==> src/hll_pkg.sv <==
// ----------------------------------------------------------------------------
// HyperLogLog register store package
// Shared constants, operation codes and control types of the sketch block.
// ----------------------------------------------------------------------------
package hll_pkg;

  localparam int HASH_W        = 64;
  localparam int RANK_W        = 6;
  localparam int PREC_W        = 4;
  localparam int EIDX_W        = 14;
  localparam int SUM_W         = 63;
  localparam int ZERO_W        = 15;
  localparam int FRAC_BITS     = 44;
  localparam int LO_SHIFT      = 63 - FRAC_BITS;
  localparam int MIN_PRECISION = 4;
  localparam int IN_DATA_W     = 88;
  localparam int OUT_DATA_W    = 80;

  localparam logic [PREC_W-1:0] PREC_RESET = 4'd14;

  typedef enum logic [1:0] {
    OP_ADD   = 2'd0,
    OP_MERGE = 2'd1,
    OP_CLEAR = 2'd2,
    OP_QUERY = 2'd3
  } op_t;

  typedef struct packed {
    logic clear;
    logic data_valid;
  } acc_ctl_t;

endpackage

==> src/hll_acc.sv <==
// ----------------------------------------------------------------------------
// HyperLogLog harmonic sum accumulator
// Adds two to minus each swept register and counts registers at zero.
// ----------------------------------------------------------------------------
module hll_acc #(
  parameter int MAXP = 14
) (
  input  logic                       clk,
  input  hll_pkg::acc_ctl_t          ctl,
  input  logic [hll_pkg::RANK_W-1:0] rank,
  output logic [hll_pkg::SUM_W-1:0]  sum,
  output logic [MAXP:0]              zeros
);

  localparam int LO_W = MAXP + hll_pkg::LO_SHIFT;

  logic [hll_pkg::SUM_W-1:0] hi_r;
  logic [LO_W-1:0]           lo_r;
  logic [MAXP:0]             zeros_r;

  always_ff @(posedge clk) begin
    if (ctl.clear) begin
      hi_r    <= '0;
      lo_r    <= '0;
      zeros_r <= '0;
    end else if (ctl.data_valid) begin
      if (rank <= hll_pkg::RANK_W'(hll_pkg::FRAC_BITS)) begin
        hi_r <= hi_r + (hll_pkg::SUM_W'(1) << (hll_pkg::RANK_W'(hll_pkg::FRAC_BITS) - rank));
      end else begin
        lo_r <= lo_r + (LO_W'(1) << (hll_pkg::RANK_W'(63) - rank));
      end
      if (rank == '0) begin
        zeros_r <= zeros_r + (MAXP+1)'(1);
      end
    end
  end

  assign sum   = hi_r + hll_pkg::SUM_W'(lo_r >> hll_pkg::LO_SHIFT);
  assign zeros = zeros_r;

endmodule

==> config.mk <==
export PLATFORM = sky130hd
export DESIGN_NAME = hll_acc
export DESIGN_NICKNAME = d
export VERILOG_FILES = /design/src/hll_pkg.sv /design/src/hll_acc.sv
export SDC_FILE = /design/constraint.sdc
export NUM_CORES = 1
export LEC_CHECK = 0
export BUFFER_PORTS_ARGS = -buffer_cell sky130_fd_sc_hd__clkbuf_2
export CAP_MARGIN = 20
export CORE_MARGIN = 1.5
export CORE_UTILIZATION = 65
export CTS_CLUSTER_SIZE = 24
export DETAILED_ROUTE_END_ITERATION = 16
export PLACE_DENSITY = 0.91
export SYNTH_ARGS = -nofsm -noshare
export SYNTH_HDL_FRONTEND = slang
export SYNTH_SLANG_ARGS = --single-unit
==> constraint.sdc <==
create_clock -name clk -period 6.56 [get_ports clk]
set_clock_uncertainty 0.15 [all_clocks]
set_input_delay 0 -clock clk [delete_from_list [all_inputs] [get_ports clk]]
set_output_delay 0 -clock clk [all_outputs]
set_load 0.02 [all_outputs]
# == Word level (Yosys, flattened, before mapping) ==
# Index checks and enable logic that the tools add are counted.
# word_totals
regBits,111
input_bits,9
# op_classes
n_addsub,6
n_lt_le_gt_ge,1
shifts,2
n_bitwise,1
reduce_logical,4
# ops
operator,count
adder 63 x 14 -> 63 bit,1
adder 63 bit,1
left shift 1 x 6 -> 63 bit (first input constant),1
adder 33 bit,1
left shift 1 x 6 -> 33 bit (first input constant),1
adder 15 x 1 -> 15 bit (second input constant),1
subtractor 6 bit (first input constant),2
less-or-equal comparator 6 bit (second input constant),1
zero test 6 bit,1
AND reduction 2 bit,3
inverter 1 bit,1

# == Longest topological paths before layout ==
# Gate-level depths: netlist of run 1.
# depth
depth_word,3
mapped_depth,19
depth_no_buf,17

# == Least setup slack after synthesis of run 1 ==
# Ideal clock, no wire load.
# synth_path
path_kind,input to register
from,in rank[0] in the netlist's numbering
to,reg hi_r[62] in the netlist's numbering
setup_ns,0.123
t_arrival_ns,3.556
required_time_ns,6.287
path_slack_ns,2.731
cell_stages,17
path_cell_list,nor2_1 nor2_1 or2_1 mux2_2 nor2_1 ha_1 fa_1 a211oi_1 o21ai_1 a21oi_1 o21ai_4 a22oi_2 o21ai_2 a31oi_1 or4b_1 a21oi_1 mux2_1
# synth_via
elab_chain_cells,3
word_cells_on_any_way,5
cone_classes,add/sub: 2; order compare: 1; shift: 1; reduce/logical: 1
# synth_rtl
element,line,rtl
"start, declared",hll_acc.sv:10,"input logic [hll_pkg::RANK_W-1:0] rank,"
subtractor 6 bit,hll_acc.sv:28,hi_r <= hi_r + (hll_pkg::SUM_W'(1) << (hll_pkg::RANK_W'(hll_pkg::FRAC_BITS) - rank));
left shift 1 x 6 -> 63 bit,hll_acc.sv:28,
adder 63 bit,hll_acc.sv:28,
"end signal, assigned",hll_acc.sv:28,
"end, declared",hll_acc.sv:17,logic [hll_pkg::SUM_W-1:0] hi_r;
# Several ways; a longest one is shown, not always the timed one.
# A chain may end at the register's enable or synchronous reset.

# == Worst setup path after layout of run 1 ==
# layout_path
from,in rank[0] in the netlist's numbering
to,reg hi_r[48] in the netlist's numbering
# Same word-level chain as after synthesis.

==> results of run 1 <==
[flip-flops by register name, summed over array words and instances, names as in the netlist]
name / count
lo_r: 33
zeros: 15
hi_r: 63
[kinds of logic (layout without fill, tap and decap cells)]
group                      Yosys count  after routing  share of synthesized area
and+or+nand+nor                    682            682                      0.271
AOI/OAI and AO/OA                  456            456                      0.257
xor gates and xnor gates           143            143                      0.109
buffers and inverters              121            153                     0.0406
adders and majority gates          114            114                      0.126
DFF                                111            111                      0.193
muxes                                5              5                    0.00466
other                                0              1                          0
[layout by cell type, fill, tap and decap left out, types with 12 or more instances in the layout]
cell and count:
nor2_1 207, xor2_1 64, nor3_1 36, nand4_1 34, clkbuf_2 85, nand2_1 230
a21oi_1 172, and3_1 26, o21bai_1 21, o21a_1 15, dfxtp_1 111, nand2b_1 19
a211oi_1 22, a21o_1 71, o21ai_0 56, nor2b_1 13, a31oi_1 15, inv_1 37
nand3_1 60, xnor2_1 79, buf_4 12, ha_1 111
[path summary, 6_finish.rpt]
| path | from | end | slack (ns) | depth (start not counted) |
|---|---|---|---|---|
| min | rank[1] | zeros[3] | 0.12 | 5 |
| max reg2reg | hi_r[0] | hi_r[50] | 2.71 | 12 |
| max | rank[0] | hi_r[48] | 1.57 | 18 |
| min reg2reg | lo_r[17] | lo_r[17] | 0.31 | 2 |
[through the flow]
stage	hold WS (ns)	worst slack (ns)
after floorplan	0.0367	2.73
after global placement	0.286	2.09
after detailed placement	0.293	1.87
after CTS	0.0990	1.76
after global routing	0.155	1.25
final	0.119	1.57
[layout make-up]
cell class | count | area (um^2) | share of cell area
tap | 225 | 282 | 0.0228
timing repair buffer | 100 | 546 | 0.0441
clock inverter | 7 | 86.3 | 0.00699
inverter | 37 | 139 | 0.0112
sequential | 111 | 2220 | 0.180
clock buffer | 9 | 225 | 0.0182
multi-input combinational | 1400 | 8860 | 0.717
antenna | 1 | 2.50 | 0.000202
[report_power, final]
| part | switching [uW] | leakage, uW | internal (uW) |
|---|---|---|---|
| logic | 121 | 0.00462 | 44.4 |
| clock network | 317 | 0.000151 | 275 |
| registers | 8.12 | 0.000895 | 679 |
[worst register-to-register path, delay by kind of cell, from the launching register on]
family	cells	cell delay [ns]
AO/OA/AOI/OAI	8	2.31
XOR/XNOR	1	0.15
adder cells (fa/ha/maj)	2	0.73
flip-flops	1	0.39
AND/OR/NAND/NOR	1	0.07
[per-layer routing]
layer  global-route usage  routed length, um
met4                0.150               1260
met5                    0                  0
met3               0.0623               2800
met1                0.483              14600
met2                0.596              15500
==> run summary, run 1 <==
area of all placed cells without fillers: 12400 um^2
Cell variety after synth: 79
post-synth top area cell: dfxtp_1
count of pins on the block boundary: 87
via count: 12.4k
Pwr Total: 1440 uW
top post-synthesis cells by count: 231 x nand2_1, 207 x nor2_1, 172 x a21oi_1
synthesis-to-finish area growth: 7.08%
buffers inserted by post-CTS timing repair: 0
warning count from the yosys run: 0
Filler Cell Count: 1452
via density per instance: 6.54
sink count of the clock tree: 111
Detailed Routing Iterations Pass 1: 6
transition time at the pin with the least slew margin: 0.797 ns
final count of negative-setup-slack endpoints: 0
residual overflow from global routing: 0
async set-or-reset flop fraction in the synthesized netlist: 0
CORE AREA: 17300 um^2
Rel. slew slack: 0.469
Synth Flop Type: dfxtp_1
Critical Setup Path Class: input pin to flip-flop
overall die height: 136 um
effective utilization at floorplan: 0.667
crit path buf inv count: 2
worst path arrival time: 5.10 ns
DRT iter0 DRCs: 1311
number of buffers inserted during clock tree synthesis: 9
crit path max fanout: 8
standard cell with the maximum stage delay on the critical path: a211oi_1
final routed DRC violation total: 0
fraction of the cycle the final worst path needs: 0.761
largest cells by area after synthesis: dfxtp_1 19%, ha_1 12%, nand2_1 7.5%, a21oi_1 7.5%, nor2_1 6.7%
Max Cap Violations: 0
post-synthesis cell count: 1632
Synthesized Nets: 1755
placed cell area: 12000 um^2
average footprint of a synthesized cell: 7.07 um^2
H-tree lvl count: 3
final hold violation count: 0
Hold/Removal Path Class: input pin to flip-flop
sequential cell area fraction in the yosys report: 0.193
number of antenna violations at the first check in global routing: 1
DP Cell Count: 1870
CTS max path bufs: 2
TritonCTS clock tree: built
standard-cell row count: 48
most frequent cell after synthesis: nand2_1
net count reported at finish: 1782
final core utilization: 0.715
number of I/O port buffers: 86
final slew viol count: 0
final instance count without filler cells: 1890
die span in x: 136 um
startpoint type of the worst setup path: input pin
Worst VDD drop: 0.128 mV
global-route total usage across every layer: 0.368
flip-flop and latch count after synthesis: 111
critical path, cell by cell: dlygate4sd3_1 > clkbuf_2 > nor2_1 > ha_1 > a21oi_1 > nand2_1 > nor2_1 > ha_1 > a21oi_1 > o21ai_1 > o31ai_1 > a21oi_2 > a211oi_1 > o21bai_1 > a221oi_1 > o21ai_1 > xnor2_1 > o21ai_0
Max Clock Freq: 200 MHz
total wire length after detailed routing: 34200 um
clock input transition at the sequential cells of the worst setup and hold paths: 0.09 ns
aggregate negative setup slack: 0 ns
pin count of the biggest net entering global routing: 71
HPWL Detailed: 26200 um
setup repair after global routing missed its margin: no
root buffer cell: clkbuf_16
final critical-path required period: 4.99 ns
share of layout cells above drive strength 1: 0.0859
wire length of the first global-routing pass: 54800 um
Die Outline Area: 18600 um^2
count of flip-flops with a built-in enable after synthesis: 0
hold buffer count at CTS: 3
ANT nets after route: 0
ratio of total power to cell area: 117 nW/um^2
run status: completed
average detailed-routed wire length per instance: 18.1 um
vias in the first global route: 11.1k
family of cells with the greatest summed delay on the critical path: compound AO/OA/AOI/OAI gates
LEAKAGE: 0.00567 uW
top cell type's share of synthesized area: 0.193
maximum single-stage delay on the critical path: 0.55 ns
clock insertion delay at the later pin of the skew report: 0.38 ns
endpoint kind of the worst setup timing path: flip-flop
post-synth design cell area: 11500 um^2
routability congestion estimate from global placement: 1.02
post-CTS sizing: 0
critical path required time: 6.67 ns
No activity file was read; power rests on OpenSTA's default activity.
==> run 2, diff against run 1 <==
--- a/config.mk
+++ b/config.mk
@@ -8,10 +8,10 @@
 export BUFFER_PORTS_ARGS = -buffer_cell sky130_fd_sc_hd__clkbuf_2
 export CAP_MARGIN = 20
 export CORE_MARGIN = 1.5
-export CORE_UTILIZATION = 65
+export CORE_UTILIZATION = 57
 export CTS_CLUSTER_SIZE = 24
 export DETAILED_ROUTE_END_ITERATION = 16
-export PLACE_DENSITY = 0.91
+export PLACE_DENSITY = 0.85
 export SYNTH_ARGS = -nofsm -noshare
 export SYNTH_HDL_FRONTEND = slang
 export SYNTH_SLANG_ARGS = --single-unit
==> constraint.sdc (replaced) <==
create_clock -name clk -period 4.19 [get_ports clk]
set_clock_uncertainty 0.15 [all_clocks]
set_input_delay 0 -clock clk [delete_from_list [all_inputs] [get_ports clk]]
set_output_delay 0 -clock clk [all_outputs]
set_load 0.02 [all_outputs]
==> run 2 against run 1 <==
  * Combinational power up 65%
  * Clock-buffer cell count did not move
  * Utilization fell by 6.4 points
  * Die area rose by 14%
  * Non-clock buffer count up 42
  * Clock power rose by 74%
  * Global-route usage is 4.6 points lower
  * Power grew 65%
  * Critical path depth down 1
  * First-iteration DRC count fell by 8.4%
  * Sequential share of layout area shrank 0.59 points
  * Largest cell class unchanged
==> run summary, run 2 (synthesis gave the netlist of run 1 again) <==
run status: completed
Detailed Routing Iterations Pass 1: 6 (unchanged)
average detailed-routed wire length per instance: 17.6 um (-2.6%)
ratio of total power to cell area: 186 nW/um^2 (+59%)
critical path required time: 4.29 ns (-2.38 ns)
diode count: 0 (-1)
share of layout cells above drive strength 1: 0.110 (+0.0243)
cell repeated most along the worst path: nor2_1
residual overflow from global routing: 0 (unchanged)
worst slack at placement: -0.0465 ns (-1.92 ns)
cell internal power dissipation: 1730 uW (+73%)
global-route total usage across every layer: 0.321 (-0.0463)
wire length of the first global-routing pass: 56000 um (+2.2%)
pin count of the biggest net entering global routing: 72 (+1.4%)
net count reported at finish: 1824 (+2.4%)
critical path, cell by cell: clkbuf_2 > nor2_1 > ha_1 > nor2_1 > nand2_1 > nor2_1 > ha_1 > a211oi_1 > o211ai_1 > a21oi_1 > o21ai_0 > a221oi_1 > o21ai_2 > a31oi_1 > or4b_1 > a21oi_1 > mux2_1
vias in the first global route: 11.2k (+0.28%)
area used by multi-input combinational logic: 8880 um^2 (+0.31%)
maximum single-stage delay on the critical path: 0.38 ns (-0.17 ns)
CTS max path bufs: 2 (unchanged)
final hold violation count: 0 (unchanged)
setup repair after global routing missed its margin: yes
total wire length after detailed routing: 34700 um (+1.6%)
largest register by flop count: hi_r
Hold/Removal Path Class: input pin to flip-flop
worst path arrival time: 4.08 ns (-1.02 ns)
final critical-path required period: 3.98 ns
number of buffers inserted during clock tree synthesis: 9 (unchanged)
Filler Cell Count: 1798 (+24%)
routability congestion estimate from global placement: 1.01 (-0.82%)
standard cell with the maximum stage delay on the critical path: ha_1
Worst Reg-to-Reg Cells: 11 (-1)
ANT nets after route: 0 (unchanged)
final count of negative-setup-slack endpoints: 0 (unchanged)
proportion of power drawn by the clock network: 0.433 (+0.023)
Max Clock Freq: 251 MHz
via density per instance: 6.20 (-5.2%)
Die Outline Area: 21100 um^2 (+14%)
Worst VDD drop: 0.209 mV (+63%)
share of total power in sequential cells: 0.452 (-0.024)
clock insertion delay at the later pin of the skew report: 0.37 ns (about the same)
synthesis-to-finish area growth: 10.7%
switching power: 648 uW (+45%)
number of antenna violations at the first check in global routing: 0 (-1)
LEAKAGE: 0.00589 uW (+3.9%)
least setup slack across all paths after layout: 0.210 ns (-1.36 ns)
die span in x: 145 um (+6.6%)
count of pins on the block boundary: 87 (unchanged)
overall die height: 145 um (+6.6%)
Max Cap Violations: 0 (unchanged)
Critical Setup Path Class: input pin to flip-flop
flip-flop count of the largest register, all copies and words added: 63 (unchanged)
transition time at the pin with the least slew margin: 0.921 ns (+0.124 ns)
sequential cell area: 2220 um^2 (unchanged)
HPWL Detailed: 27000 um (+3.4%)
via count: 12.2k (-1.2%)
root buffer cell: clkbuf_16
final slew viol count: 0 (unchanged)
clock input transition at the sequential cells of the worst setup and hold paths: 0.08 ns (about the same)
number of I/O port buffers: 86 (unchanged)
fraction of the cycle the final worst path needs: 0.950
effective utilization at floorplan: 0.587 (-0.0800)
net switching share of the total power: 0.272 (-0.0359)
most common library cell in the layout ignoring fill and taps: nand2_1
endpoint kind of the worst setup timing path: flip-flop
standard-cell row count: 51 (+6.3%)
TritonCTS clock tree: built
crit path max fanout: 8 (unchanged)
DRT iter0 DRCs: 1201 (-8.4%)
fraction of power consumed by combinational cells: 0.115 (about the same)
sink count of the clock tree: 111 (unchanged)
commonest cells after routing, fill and taps aside: 230 x nand2_1, 207 x nor2_1, 171 x a21oi_1
CORE AREA: 19700 um^2 (+14%)
Pwr Total: 2380 uW (+65%)
hold depth: 5 (unchanged)
startpoint type of the worst setup path: input pin
H-tree lvl count: 3 (unchanged)
final routed DRC violation total: 0 (unchanged)
Rel. slew slack: 0.385 (-0.0834)
## run 2: timing repair
action / CTS / global route
setup buffers: 0 / 1
pin swaps: 0 / 2
setup endpoints to repair: 3 / 28
hold endpoints to repair: 32 / 0
hold buffers: 3 / 0
gates resized for setup: 1 / 5
## run 2: cell type report
cell class | count | share of cell area
Clock buffer | 9 | 0.0176
Inverter | 37 | 0.0109
Clock inverter | 6 | 0.00920
Multi-Input combinational cell | 1400 | 0.695
Sequential cell | 111 | 0.174
Timing Repair Buffer | 142 | 0.0674
Tap cell | 265 | 0.0259
## run 2: worst paths after layout
check	endpoint	slack, ns	startpoint
max	hi_r[62]	0.21	rank[0]
min reg2reg	lo_r[17]	0.31	lo_r[17]
max reg2reg	lo_r[26]	0.67	lo_r[0]
min	zeros[3]	0.11	rank[0]
## run 2: critical path, delay by kind of cell
family                   cells  cell delay [ns]
adder cells (fa/ha/maj)      2             0.65
buffers and inverters        1             0.13
multiplexers                 1             0.34
AO/OA/AOI/OAI                8             1.86
AND/OR/NAND/NOR              5             1.08
## run 2: layer usage
layer  GRT usage  wire length [um]
met1       0.425             15100
met2       0.519             15700
met3      0.0472              2540
met4       0.139              1340
met5           0                 0
## run 2: per-stage QoR
step / instance area [um^2] / hold slack, ns / util / std cells / setup TNS (ns)
2_1_floorplan: 11500 / 0.0367 / - / 1632 / 0
3_3_place_gp: 12400 / 0.274 / 0.630 / 1951 / 0
3_5_place_dp: 12400 / 0.283 / 0.630 / 1951 / -0.107
4_1_cts: 12800 / 0.0899 / 0.649 / 1969 / 0
5_1_grt: 12800 / 0.142 / 0.650 / 1970 / -0.0744
6_report: 12800 / 0.109 / 0.650 / 1970 / 0
## run 2: power groups by stage
stage	Clock (uW)	Sequential [uW]	Combinational, uW
after floorplan	0	1100	184
after global placement	0	1100	258
after detailed placement	0	1100	262
after CTS	1030	1080	265
after global routing	1080	1080	293
final	1030	1080	272
