### src/hll_pkg.sv
// ----------------------------------------------------------------------------
// HyperLogLog register store package
// Shared constants, operation codes and control types of the sketch block.
// ----------------------------------------------------------------------------
package hll_pkg;

  localparam int HASH_W        = 64;
  localparam int RANK_W        = 6;
  localparam int PREC_W        = 4;
  localparam int EIDX_W        = 14;
  localparam int SUM_W         = 63;
  localparam int ZERO_W        = 15;
  localparam int FRAC_BITS     = 44;
  localparam int LO_SHIFT      = 63 - FRAC_BITS;
  localparam int MIN_PRECISION = 4;
  localparam int IN_DATA_W     = 88;
  localparam int OUT_DATA_W    = 80;

  localparam logic [PREC_W-1:0] PREC_RESET = 4'd14;

  typedef enum logic [1:0] {
    OP_ADD   = 2'd0,
    OP_MERGE = 2'd1,
    OP_CLEAR = 2'd2,
    OP_QUERY = 2'd3
  } op_t;

  typedef struct packed {
    logic clear;
    logic data_valid;
  } acc_ctl_t;

endpackage

### src/hll_rank.sv
// ----------------------------------------------------------------------------
// HyperLogLog rank pipeline
// Splits a hash into register index and rank over two register stages.
// ----------------------------------------------------------------------------
module hll_hash_split #(
  parameter int MAXP = 14,
  parameter int PW   = 4
) (
  input  logic                       clk,
  input  logic                       rst_n,
  input  logic                       in_valid,
  input  logic                       in_merge,
  input  logic [hll_pkg::HASH_W-1:0] in_hash,
  input  logic [MAXP-1:0]            in_midx,
  input  logic [hll_pkg::RANK_W-1:0] in_mval,
  input  logic [PW-1:0]              prec,
  output logic                       out_valid,
  output logic [MAXP-1:0]            out_idx,
  output logic [hll_pkg::RANK_W-1:0] out_rank,
  output logic                       busy
);

  logic                       s1_valid_r;
  logic                       s1_merge_r;
  logic [MAXP-1:0]            s1_idx_r;
  logic [hll_pkg::RANK_W-1:0] s1_mval_r;
  logic [hll_pkg::HASH_W-1:0] s1_rest_r;

  logic                       s2_valid_r;
  logic                       s2_merge_r;
  logic [MAXP-1:0]            s2_idx_r;
  logic [hll_pkg::RANK_W-1:0] s2_mval_r;
  logic [7:0]                 s2_nz_r;
  logic [2:0]                 s2_lzb_r [8];

  logic [MAXP-1:0]            hash_top;
  logic [MAXP-1:0]            hash_idx;
  logic [7:0]                 byte_nz;
  logic [2:0]                 byte_lz [8];
  logic [2:0]                 sel;
  logic [hll_pkg::RANK_W-1:0] lz_total;

  assign hash_top = in_hash[hll_pkg::HASH_W-1 -: MAXP];
  assign hash_idx = hash_top >> (PW'(MAXP) - prec);

  always_ff @(posedge clk) begin
    if (!rst_n) begin
      s1_valid_r <= 1'b0;
      s2_valid_r <= 1'b0;
    end else begin
      s1_valid_r <= in_valid;
      s2_valid_r <= s1_valid_r;
    end
    s1_merge_r <= in_merge;
    s1_idx_r   <= in_merge ? in_midx : hash_idx;
    s1_mval_r  <= in_mval;
    s1_rest_r  <= in_hash << prec;
    s2_merge_r <= s1_merge_r;
    s2_idx_r   <= s1_idx_r;
    s2_mval_r  <= s1_mval_r;
    s2_nz_r    <= byte_nz;
    for (int k = 0; k < 8; k++) begin
      s2_lzb_r[k] <= byte_lz[k];
    end
  end

  always_comb begin
    logic [7:0] bits;
    logic       found;
    for (int k = 0; k < 8; k++) begin
      bits       = s1_rest_r[hll_pkg::HASH_W-1-8*k -: 8];
      byte_nz[k] = |bits;
      byte_lz[k] = 3'd0;
      found      = 1'b0;
      for (int b = 7; b >= 0; b--) begin
        if (!found && bits[b]) begin
          byte_lz[k] = 3'(7 - b);
          found      = 1'b1;
        end
      end
    end
  end

  always_comb begin
    sel = 3'd0;
    for (int k = 7; k >= 0; k--) begin
      if (s2_nz_r[k]) begin
        sel = 3'(k);
      end
    end
    lz_total = {sel, s2_lzb_r[sel]};
  end

  always_comb begin
    if (s2_merge_r) begin
      out_rank = s2_mval_r;
    end else if (|s2_nz_r) begin
      out_rank = lz_total + hll_pkg::RANK_W'(1);
    end else begin
      out_rank = hll_pkg::RANK_W'(7'd65 - 7'(prec));
    end
  end

  assign out_valid = s2_valid_r;
  assign out_idx   = s2_idx_r;
  assign busy      = s1_valid_r | s2_valid_r;

endmodule

### config.mk
export PLATFORM = sky130hd
export DESIGN_NAME = hll_hash_split
export DESIGN_NICKNAME = d
export VERILOG_FILES = /design/src/hll_pkg.sv /design/src/hll_rank.sv
export SDC_FILE = /design/constraint.sdc
export NUM_CORES = 1
export LEC_CHECK = 0
export BUFFER_PORTS_ARGS = -buffer_cell sky130_fd_sc_hd__buf_2
export CAP_MARGIN = 20
export CELL_PAD_IN_SITES_DETAIL_PLACEMENT = 1
export CELL_PAD_IN_SITES_GLOBAL_PLACEMENT = 1
export CORE_ASPECT_RATIO = 0.5
export CORE_MARGIN = 2
export CORE_UTILIZATION = 41
export CTS_BUF_LIST = sky130_fd_sc_hd__clkbuf_4
export CTS_CLUSTER_DIAMETER = 200
export DETAILED_ROUTE_END_ITERATION = 8
export PLACE_DENSITY = 0.76
export SLEW_MARGIN = 25
export SYNTH_ARGS = -nofsm -noshare
export SYNTH_HDL_FRONTEND = slang
export SYNTH_SLANG_ARGS = --single-unit
### constraint.sdc
create_clock -name clk -period 3.25 [get_ports clk]
set_clock_uncertainty 0.2 [all_clocks]
set_input_delay 0.8125 -clock clk [delete_from_list [all_inputs] [get_ports clk]]
set_output_delay 0.8125 -clock clk [all_outputs]
set_load 0.1 [all_outputs]
**After elaboration in Yosys (flattened, before gate mapping)**

Memory sizes are Yosys's and may differ from the RTL's.
Cells that the tools add are included.
W data, S select, Z words.

- Word-level logic and storage cells: 261
- Register bits after elaboration: 116
- Output and inout bits: 22
- Bits in writable memories: 24
- Memories: 1

- Reduce and logical (&&, ||, !) cells: 121
- Mux-type cells: 123
- Bitwise logic cells: 1
- $add $sub $neg: 3
- Shift-type cells: 2

Memory list:

| name | words | bits a word | read ports | clocked after memory_dff | wr ports | RTL line | text |
|---|---|---|---|---|---|---|---|
| s2_lzb_r | 8 | 3 | 1 | 0 | 8 | hll_rank.sv:34 | `logic [2:0] s2_lzb_r [8];` |

Operators with widths:

| operator | count |
|---|---|
| $mux W3 | 54 |
| $reduce_or A8 Y1 | 9 |
| $mux W1 | 64 |
| $shl A64 B4 Y64 | 1 |
| $logic_and A1 B1 Y1 | 56 |
| $logic_not A1 Y1 | 56 |
| $mux W14 | 1 |
| $shr A14 B4 Y14 | 1 |
| $mux W6 | 2 |
| $add A6 B1 Y6 const B | 1 |
| $sub A1 B4 Y5 const A | 1 |
| $mux W2 | 2 |
| $sub A4 B4 Y4 const A | 1 |
| $or A1 B1 Y1 | 1 |

**Longest topological paths before layout**

Gate-level depths: netlist of run 1.

- Depth in word-level cells: 22
- Depth in mapped cells: 10

**Least setup slack after synthesis of run 1**

Ideal clock, no wire load.

- Path type: register to output
- From: register s2_nz_r[4]
- To: output out_rank[1] (netlist name)
- Data required time: 2.237 ns
- Cell stages (with the launch flop): 9
- Path buffers: 1
- Setup slack: -1.713 ns
- Data arrival time: 3.951 ns
- Cells stage by stage: dfxtp_1 -> buf_6 -> or4_4 -> and3_4 -> a31o_2 -> a31oi_1 -> ha_1 -> mux2i_1 -> o21ai_0

- Cells in the longest elaborated chain, start to end: 9

RTL lines:

| item | RTL line | text |
|---|---|---|
| from (decl) | hll_rank.sv:33 | `logic [7:0] s2_nz_r;` |
| from (signal assigned) | hll_rank.sv:61 | `s2_nz_r <= byte_nz;` |
| $mux W3 (5 in a row) | hll_rank.sv:87 | `if (s2_nz_r[k]) begin` |
| $mem_v2 Z8 W3 | -- |  |
| $add A6 B1 Y6 | hll_rank.sv:98 | `out_rank = lz_total + hll_pkg::RANK_W'(1);` |
| $mux W6 (*) | hll_rank.sv:97 | `end else if (\|s2_nz_r) begin` |
| $mux W6 (*) | hll_rank.sv:95 | `if (s2_merge_r) begin` |
| to (decl) | hll_rank.sv:19 | `output logic [hll_pkg::RANK_W-1:0] out_rank,` |

Every way passes the cells marked *; elsewhere a longest branch is shown, timed or not.

**Worst setup path after layout of run 1**

- From: register s2_nz_r[5]
- To: output out_rank[2] (netlist name)

- Cells in the longest elaborated chain, start to end: 10

RTL lines:

| item | RTL line |
|---|---|
| $mux W3 (6 in a row) | hll_rank.sv:87 |
| $mem_v2 Z8 W3 | -- |
| $add A6 B1 Y6 | hll_rank.sv:98 |
| $mux W6 (*) | hll_rank.sv:97 |
| $mux W6 (*) | hll_rank.sv:95 |

Marked as above.

==> impl_metrics.toml, run 1 <==
[route]
finalWirelength_um = 24080
viasPerCell = 5.784
drc_errors = 0
wl_met2_um = 11320
first_pass_iters = 5
wl_met1_um = 11020
met3_length_um = 1443
vias = 6681
ant_nets = 0
top_layer_used = "met4"
drt_first_iter_violations = 465
wire_per_inst_um = 20.85

[logic_synthesis]
synth_nets = 872
yosys_warnings = 0
yosysSeqAreaShare = 0.3679
synth_flop_cell = "dfxtp_1"
yosys_register_bits = 140
synth_edf_count = 0
yosys-top-cells-area = "dfxtp_1, mux4_2, mux2i_1, nor2_1, nand2_1"
async_flop_share = 0
yosysUniqueCellTypes = 57
yosys.area.top_type = "dfxtp_1"
syn_area_per_cell_sq_um = 9.830
synth_top_cell_area_share = 0.3679
syn_area_sq_mm = 0.007619
syn_inst = 775

[floorplan]
die_area_sq_mm = 0.01975
start_util = 0.4162
coreArea_sq_mm = 0.01831
placementRows = 35
die_y_um = 100.4
ios = 114
die_w_um = 196.8

[finish]
postLayoutCellArea_sq_mm = 0.009271
drive_gt1_frac = 0.3344
antenna_cells = 0
final_cell_mix = "dfxtp_1, buf_2, nor2_1"
final_core_util = 0.5065
syn_to_final_growth_pct = 21.69
fin_nets = 999
layout_commonest_cell = "dfxtp_1"
nFillCells = 2087

[grt]
antenna_found_initial = 0
first_global_vias = 6928
grt_pass1_wl_um = 38300
grt_max_degree = 82
global_route.overflow_total = 0
track_usage = 0.2540

[flow_run]
drv_cap = 0

[pwr]
p_per_area_mw_per_mm2 = 494.0
power.total_w = 0.004580
vdd_drop_max_uv = 288.0
power.leakage_nw = 3.832

[place]
placed_area_sq_mm = 0.008825
numPortBuffers = 113
dp_hpwl_um = 18720
routabilityCongestion = 0.8666
place_ws_ns = -0.2425

[worst_setup_path]
worst-path-buf-inv = 1
slowest_stage = "or4_4"
critical_path.top_delay_family = "simple AND/OR/NAND/NOR gates"
path_cells = "or4_4, and3_4, a31o_4, a31oi_4, ha_4, xor2_1, o21ai_1, mux2_4, buf_12"
crit_arrival_ns = 2.88
critPathMaxStageDelay_ns = 0.52
cp.required_ns = 2.24
critPathKind = "reg2out"
crit_path_start_kind = "flip-flop"
critPathCaptureType = "primary output"
worst-path-max-fanout = 6

[timing]
clock.fmax_mhz = 257.1
setup_violations = 6
rsz0062_at_grt = "true"
fin_worst_hold_slack_ns = 0.1271
finalHoldViolCount = 0
setup_slack_ns = -0.6395
finalCritPeriodShare = 1.197
worstMarginPinSlew_ns = 0.9876
slew_violations = 0
relSlewSlack = 0.3368
fin_crit_ns = 3.889

[clock_network]
root_buffer = "clkbuf_4"
clockBufferDepth = 2
htreeDepth = 4
cts_inserted_buffers = 17
clk_latency_ns = 0.55
cts_tree = "done"
clock_sinks = 140
clk_pin_slew_ns = 0.14

[status]
status = "finished, violations left"
violations = "negative setup slack"

[min_path]
min_path_type = "reg2reg"
## path summary, 6_finish.rpt
kind,start,to,slack (ns),depth (start not counted)
max,s2_nz_r[5],out_rank[2],-0.64,9
min,s1_idx_r[7],out_idx[7],0.13,0
max reg2reg,s1_rest_r[55],s2_lzb_r[1][0],1.64,4
min reg2reg,s1_idx_r[7],out_idx[7],0.13,0
## cell usage after synthesis (3+ instances only)
cell and count:
nand3_1 4, mux2i_1 61, and2_1 13, o41ai_1 3, a31oi_1 12, a211oi_1 20, nor3_1 22, nand2_1 83
nor2_1 89, nand3b_1 3, or3_1 3, o31ai_1 4, a21boi_0 4, o22ai_1 3, o21ai_0 28, nor2b_1 18
nand4_1 4, buf_2 12, ha_1 5, a21oi_1 48, mux4_2 66, xnor2_1 3, o22a_1 5, a22o_1 3
dfxtp_1 140, clkbuf_1 31, xor2_1 3, inv_1 20, nor4_1 14, buf_1 9, mux2_2 9
## where the power goes
| group | internal [W] | leakage [nW] | switching (W) |
|---|---|---|---|
| registers | 0.00192 | 1.17 | 0.000132 |
| clock network | 0.000487 | 0.156 | 0.000748 |
| logic | 0.000520 | 2.51 | 0.000775 |
## logic make-up (layout without fill, tap and decap cells)
logic type	count (synthesis)	count (layout)	share of synthesized area
AO/OA/AOI/OAI	151	151	0.1289
XOR/XNOR	6	6	0.006899
adder cells (fa/ha/maj)	5	5	0.008212
buffers and inverters	73	213	0.03892
flip-flops	140	140	0.3679
multiplexers	136	136	0.2886
AND/OR/NAND/NOR	264	264	0.1606
## routing by layer
| metal | up-vias | GRT usage |
|---|---|---|
| li1 | 3121 | - |
| met1 | 3326 | 0.3362 |
| met2 | 208 | 0.4235 |
| met3 | 26 | 0.06216 |
| met4 | 0 | 0.05957 |
| met5 | - | 0 |
## stage by stage
step	TNS, ns	instances
final	-3.507	1155
after global routing	-4.370	1155
after CTS	-3.819	1155
after detailed placement	-0.8772	1122
after global placement	-0.4050	1122
after floorplan	-0.7649	775
## repair_timing
action                     in CTS  in global routing
buffers inserted                2                  0
pin swaps                       9                  3
setup endpoints to repair       6                  6
resized for setup              24                  4
hold buffers                    0                  0
## layout make-up
cell class / instances / area (sq um) / area share
clock buffers: 17 / 127.6 / 0.01377
clock inverters: 15 / 177.7 / 0.01916
inverters: 20 / 75.07 / 0.008097
multi-input cells: 562 / 4727 / 0.5099
flip-flops and latches: 140 / 2816 / 0.3038
well taps: 240 / 300.3 / 0.03239
repair buffers: 161 / 1047 / 0.1130
## registers in the layout, indices dropped and copies added, names as in the netlist
signal and flops:
s2_nz_r 8, s2_lzb_r 24, out_idx 14, s1_merge_r 1, s2_merge_r 1, s1_idx_r 14, s2_mval_r 6, out_valid 1
s1_rest_r 64, s1_mval_r 6, s1_valid_r 1
Power figures use the tool's default switching activity.
==> inputs of run 2 (changes only) <==
--- a/config.mk
+++ b/config.mk
@@ -11,11 +11,11 @@
 export CELL_PAD_IN_SITES_GLOBAL_PLACEMENT = 1
 export CORE_ASPECT_RATIO = 0.5
 export CORE_MARGIN = 2
-export CORE_UTILIZATION = 41
+export CORE_UTILIZATION = 49
 export CTS_BUF_LIST = sky130_fd_sc_hd__clkbuf_4
 export CTS_CLUSTER_DIAMETER = 200
 export DETAILED_ROUTE_END_ITERATION = 8
-export PLACE_DENSITY = 0.76
+export PLACE_DENSITY = 0.85
 export SLEW_MARGIN = 25
 export SYNTH_ARGS = -nofsm -noshare
 export SYNTH_HDL_FRONTEND = slang
==> constraint.sdc (replaced) <==
create_clock -name clk -period 4.9 [get_ports clk]
set_clock_uncertainty 0.2 [all_clocks]
set_input_delay 1.225 -clock clk [delete_from_list [all_inputs] [get_ports clk]]
set_output_delay 1.225 -clock clk [all_outputs]
set_load 0.1 [all_outputs]
==> run 2 against run 1 <==
The run now ends clean. Setup slack improved by 0.80 ns. Die area is 16% lower. Power down 36%. Critical path type unchanged. Critical endpoint is now out_rank[1]. Largest cell class unchanged.
==> impl_metrics.toml, run 2 (synthesis gave the netlist of run 1 again) <==
[timing]
worstMarginPinSlew_ns = 0.9506
fin_crit_ns = 4.738
finalCritPeriodShare = 0.9670
setup_violations = 0
clock.fmax_mhz = 211.0
fin_worst_hold_slack_ns = 0.1380
setup_slack_ns = 0.1616
relSlewSlack = 0.3663
slew_violations = 0
rsz0062_at_grt = "false"
finalHoldViolCount = 0

[finish]
layout_commonest_cell = "dfxtp_1"
syn_to_final_growth_pct = 13.63
nFillCells = 1786
final_core_util = 0.5660
regMostFlops = "s1_rest_r"
final_cell_mix = "dfxtp_1, buf_2, nor2_1"
fin_nets = 961
drive_gt1_frac = 0.2759
largestRegisters = "s1_rest_r: 64 flops, s2_lzb_r: 24 flops"
largest_reg_flops = 64

[clock_network]
htreeDepth = 4
clk_latency_ns = 0.57
clockBufferDepth = 2
clock_sinks = 140
cts_tree = "done"
root_buffer = "clkbuf_4"
cts_inserted_buffers = 17
post-cts-setup-buffer-count = 0
clk_pin_slew_ns = 0.14

[floorplan]
ios = 114
coreArea_sq_mm = 0.01529
die_w_um = 180.3
placementRows = 32
die_y_um = 92.17
die_area_sq_mm = 0.01662
start_util = 0.4981

[worst_setup_path]
critPathKind = "reg2out"
crit_arrival_ns = 3.31
rrSetupSlack_ns = 3.28
critPathCaptureType = "primary output"
crit_path_start_kind = "flip-flop"
cp.required_ns = 3.47
worst-path-max-fanout = 4

[pwr]
vdd_drop_max_uv = 197.3
power.total_w = 0.002926
p_per_area_mw_per_mm2 = 338.0
power.leakage_nw = 3.569

[grt]
grt_pass1_wl_um = 37000
track_usage = 0.2897
first_global_vias = 6739
antenna_found_initial = 3
global_route.overflow_total = 0
grt_max_degree = 85

[place]
dp_hpwl_um = 18490
routabilityCongestion = 0.9001
place_ws_ns = 0.7421
numPortBuffers = 113

[flow_run]
drv_cap = 0

[route]
drc_errors = 0
vias = 6733
drt_first_iter_violations = 563
ant_nets = 0
first_pass_iters = 9
wire_per_inst_um = 22.06
finalWirelength_um = 23870
viasPerCell = 6.223

[min_path]
min_path_type = "reg2reg"

[status]
status = "complete, no violations"
==> run 2: worst paths after layout <==
kind / start / end / depth (start not counted)
max: s2_nz_r[6] / out_rank[1] / 9
max reg2reg: s1_rest_r[55] / s2_lzb_r[1][0] / 4
min reg2reg: s1_idx_r[3] / out_idx[3] / 0
min: s1_idx_r[3] / out_idx[3] / 0
==> run 2: stage by stage <==
step,setup TNS [ns],instance area [sq um],std cells
CTS,0,8647,1081
global route,0,8655,1081
detailed placement,0,8363,1049
global placement,0,8363,1049
floorplan,-0.09516,7626,775
finish,0,8657,1082
==> run 2: power breakdown <==
| part | switching [W] | internal [W] |
|---|---|---|
| Combinational | 0.000506 | 0.000299 |
| Clock | 0.000493 | 0.000270 |
| Sequential | 0.0000847 | 0.00127 |
| Total | 0.00108 | 0.00184 |
==> run 2: area by class of cell <==
class	count	area (sq um)	area share
multi-input cells	562	4533	0.5236
inverters	20	75.07	0.008672
flip-flops and latches	140	2804	0.3239
repair buffers	123	703.2	0.08123
diodes	1	2.502	0.0002891
clock inverters	15	156.4	0.01807
clock buffers	17	127.6	0.01474
well taps	204	255.2	0.02948
==> run 2: metal layers <==
metal,global-route usage,share of wire
met1,0.3668,0.41
met2,0.4870,0.47
met3,0.08419,0.094
met4,0.07997,0.017
met5,0,0
==> run 2: what timing repair did <==
item / CTS / global route
endpoints found under the setup margin: 0 / 2
hold buffers: 0 / 0
resized for setup: 0 / 2
==> run 2: critical path, cell delays in order, from the launching register on <==
cell and delay [ns]:
dfxtp_1 0.37, nand2b_1 0.20, a2111o_1 0.48, and2_1 0.21, mux2i_1 0.31, a31oi_1 0.19, ha_1 0.32, mux2i_1 0.09
o21ai_1 0.14, buf_2 0.44
==> inputs of run 3 (changes only) <==
--- a/config.mk
+++ b/config.mk
@@ -15,7 +15,7 @@
 export CTS_BUF_LIST = sky130_fd_sc_hd__clkbuf_4
 export CTS_CLUSTER_DIAMETER = 200
 export DETAILED_ROUTE_END_ITERATION = 8
-export PLACE_DENSITY = 0.85
+export PLACE_DENSITY_LB_ADDON = 0.1
 export SLEW_MARGIN = 25
 export SYNTH_ARGS = -nofsm -noshare
 export SYNTH_HDL_FRONTEND = slang
==> run 3 against run 2 <==
Global-route usage decreased by 0.98 points. First-iteration DRC count decreased by 22%. Maximum frequency increased by 2.4%. Register-to-register slack about the same. Clock power decreased by 2%. Largest cell class unchanged.
==> impl_metrics.toml, run 3 (synthesis gave the netlist of run 1 again) <==
[worst_setup_path]
crit_cells = 9
rrSetupSlack_ns = 3.27
critical_path.top_delay_family = "simple AND/OR/NAND/NOR gates"
crit_path_start_kind = "flip-flop"
critPathKind = "reg2out"
worst-path-buf-inv = 1
rr_startpoint = "s1_rest_r[55]"
r2r_cells = 4
slowest_stage = "or4_4"
cp.required_ns = 3.47
critPathCaptureType = "primary output"
critPathMaxStageDelay_ns = 0.62
timing.rr.end = "s2_lzb_r[1][0]"
worst-path-max-fanout = 9
crit_arrival_ns = 3.20
path_cells = "or4_4, and3_4, a31o_2, a31oi_2, ha_1, xor2_1, o21ai_1, mux2_2, buf_12"

[route]
ant_nets = 0
drt_first_iter_violations = 440
drc_errors = 0
viasPerCell = 6.058
wire_per_inst_um = 21.09
vias = 6567
first_pass_iters = 4
finalWirelength_um = 22860

[finish]
drive_gt1_frac = 0.2797
syn_to_final_growth_pct = 13.75
layout_commonest_cell = "dfxtp_1"
regMostFlops = "s1_rest_r"
largest_reg_flops = 64
largestRegisters = "s1_rest_r: 64 flops, s2_lzb_r: 24 flops"
final_cell_mix = "dfxtp_1, buf_2, nor2_1"
nFillCells = 1754
fin_nets = 960
final_core_util = 0.5666

[place]
routabilityCongestion = 0.9309
dp_hpwl_um = 17730
numPortBuffers = 113

[pwr]
p_per_area_mw_per_mm2 = 334.0
intPower_w = 0.001807
swShare = 0.3758
vdd_drop_max_uv = 193.7
switchingPower_w = 0.001088
combPwrFrac = 0.274
power.leakage_nw = 3.571
power_frac_seq = 0.467
p_clk_frac = 0.259

[clock_network]
clockBufferDepth = 2
clk_pin_slew_ns = 0.14
cts_inserted_buffers = 17
hold_buffers = 0
root_buffer = "clkbuf_4"
clock_sinks = 140
clk_latency_ns = 0.56
post-cts-setup-buffer-count = 0
cts_tree = "done"
htreeDepth = 4

[floorplan]
ios = 114
start_util = 0.4981
die_w_um = 180.3
placementRows = 32
die_y_um = 92.17
die_area_sq_mm = 0.01662
coreArea_sq_mm = 0.01529

[timing]
setup_violations = 0
finalCritPeriodShare = 0.9443
worstMarginPinSlew_ns = 0.9381
finalHoldViolCount = 0
clock.fmax_mhz = 216.1
fin_crit_ns = 4.627
slew_violations = 0
fin_worst_hold_slack_ns = 0.1271
relSlewSlack = 0.3746
rsz0062_at_grt = "false"

[min_path]
hold_path.startpoint = "s1_mval_r[1]"
min_path_cells = 0
min_path_type = "reg2reg"
holdPathEnd = "s2_mval_r[1]"

[grt]
track_usage = 0.2800
grt_pass1_wl_um = 35680
first_global_vias = 6510
grt_max_degree = 85
global_route.overflow_total = 0
antenna_found_initial = 6

[status]
status = "complete, no violations"

[flow_run]
drv_cap = 0
-- run 3: routing by layer --
metal / track usage / up-vias / share of wire
met5: 0 / - / 0.0012
met4: 0.05780 / 4 / 0.0094
met3: 0.09174 / 23 / 0.085
met2: 0.4294 / 226 / 0.45
met1: 0.3884 / 3265 / 0.46
li1: - / 3049 / -
-- run 3: cell type report --
type	instances	area [sq um]	area share
multi-input combinational	562	4543	0.5243
sequential	140	2805	0.3237
timing repair buffer	122	695.7	0.08028
tap	204	255.2	0.02945
clock inverter	14	146.4	0.01689
clock buffer	18	135.1	0.01559
inverter	20	75.07	0.008663
antenna	4	10.01	0.001155
-- run 3: worst max path at each step --
| stage | start | endpoint | slack (ns) |
|---|---|---|---|
| after floorplan | prec[1] | out_rank[1] | -0.1 |
| after global placement | s2_nz_r[4] | out_rank[2] | 0.82 |
| after detailed placement | s2_nz_r[4] | out_rank[2] | 0.81 |
| after CTS | s2_nz_r[4] | out_rank[2] | 0.17 |
| after global routing | s2_nz_r[4] | out_rank[2] | 0.08 |
| final | s2_nz_r[4] | out_rank[2] | 0.27 |
-- run 3: what timing repair did --
action                                  4_1_cts  5_1_grt
endpoints found under the setup margin        0        3
resized for setup                             0        4
endpoints found under the hold margin         0        0
-- run 3: per-stage QoR --
step / instance area [sq um] / TNS [ns] / total power, W / setup WS, ns / std cells
final: 8666 / 0 / 0.002895 / 0.2730 / 1084
after global routing: 8658 / 0 / 0.003043 / 0.08028 / 1081
after CTS: 8637 / 0 / 0.002912 / 0.1657 / 1080
after detailed placement: 8356 / 0 / 0.002159 / 0.8101 / 1048
after global placement: 8356 / 0 / 0.002127 / 0.8185 / 1048
after floorplan: 7626 / -0.09516 / 0.001917 / -0.09516 / 775
-- run 3: power by group through the flow --
stage                     sequential, W  clock (W)  combinational, W
after floorplan                 0.00144          0          0.000474
after global placement          0.00137          0          0.000758
after detailed placement        0.00138          0          0.000782
after CTS                       0.00135   0.000775          0.000785
after global routing            0.00137   0.000826          0.000851
final                           0.00135   0.000751          0.000793
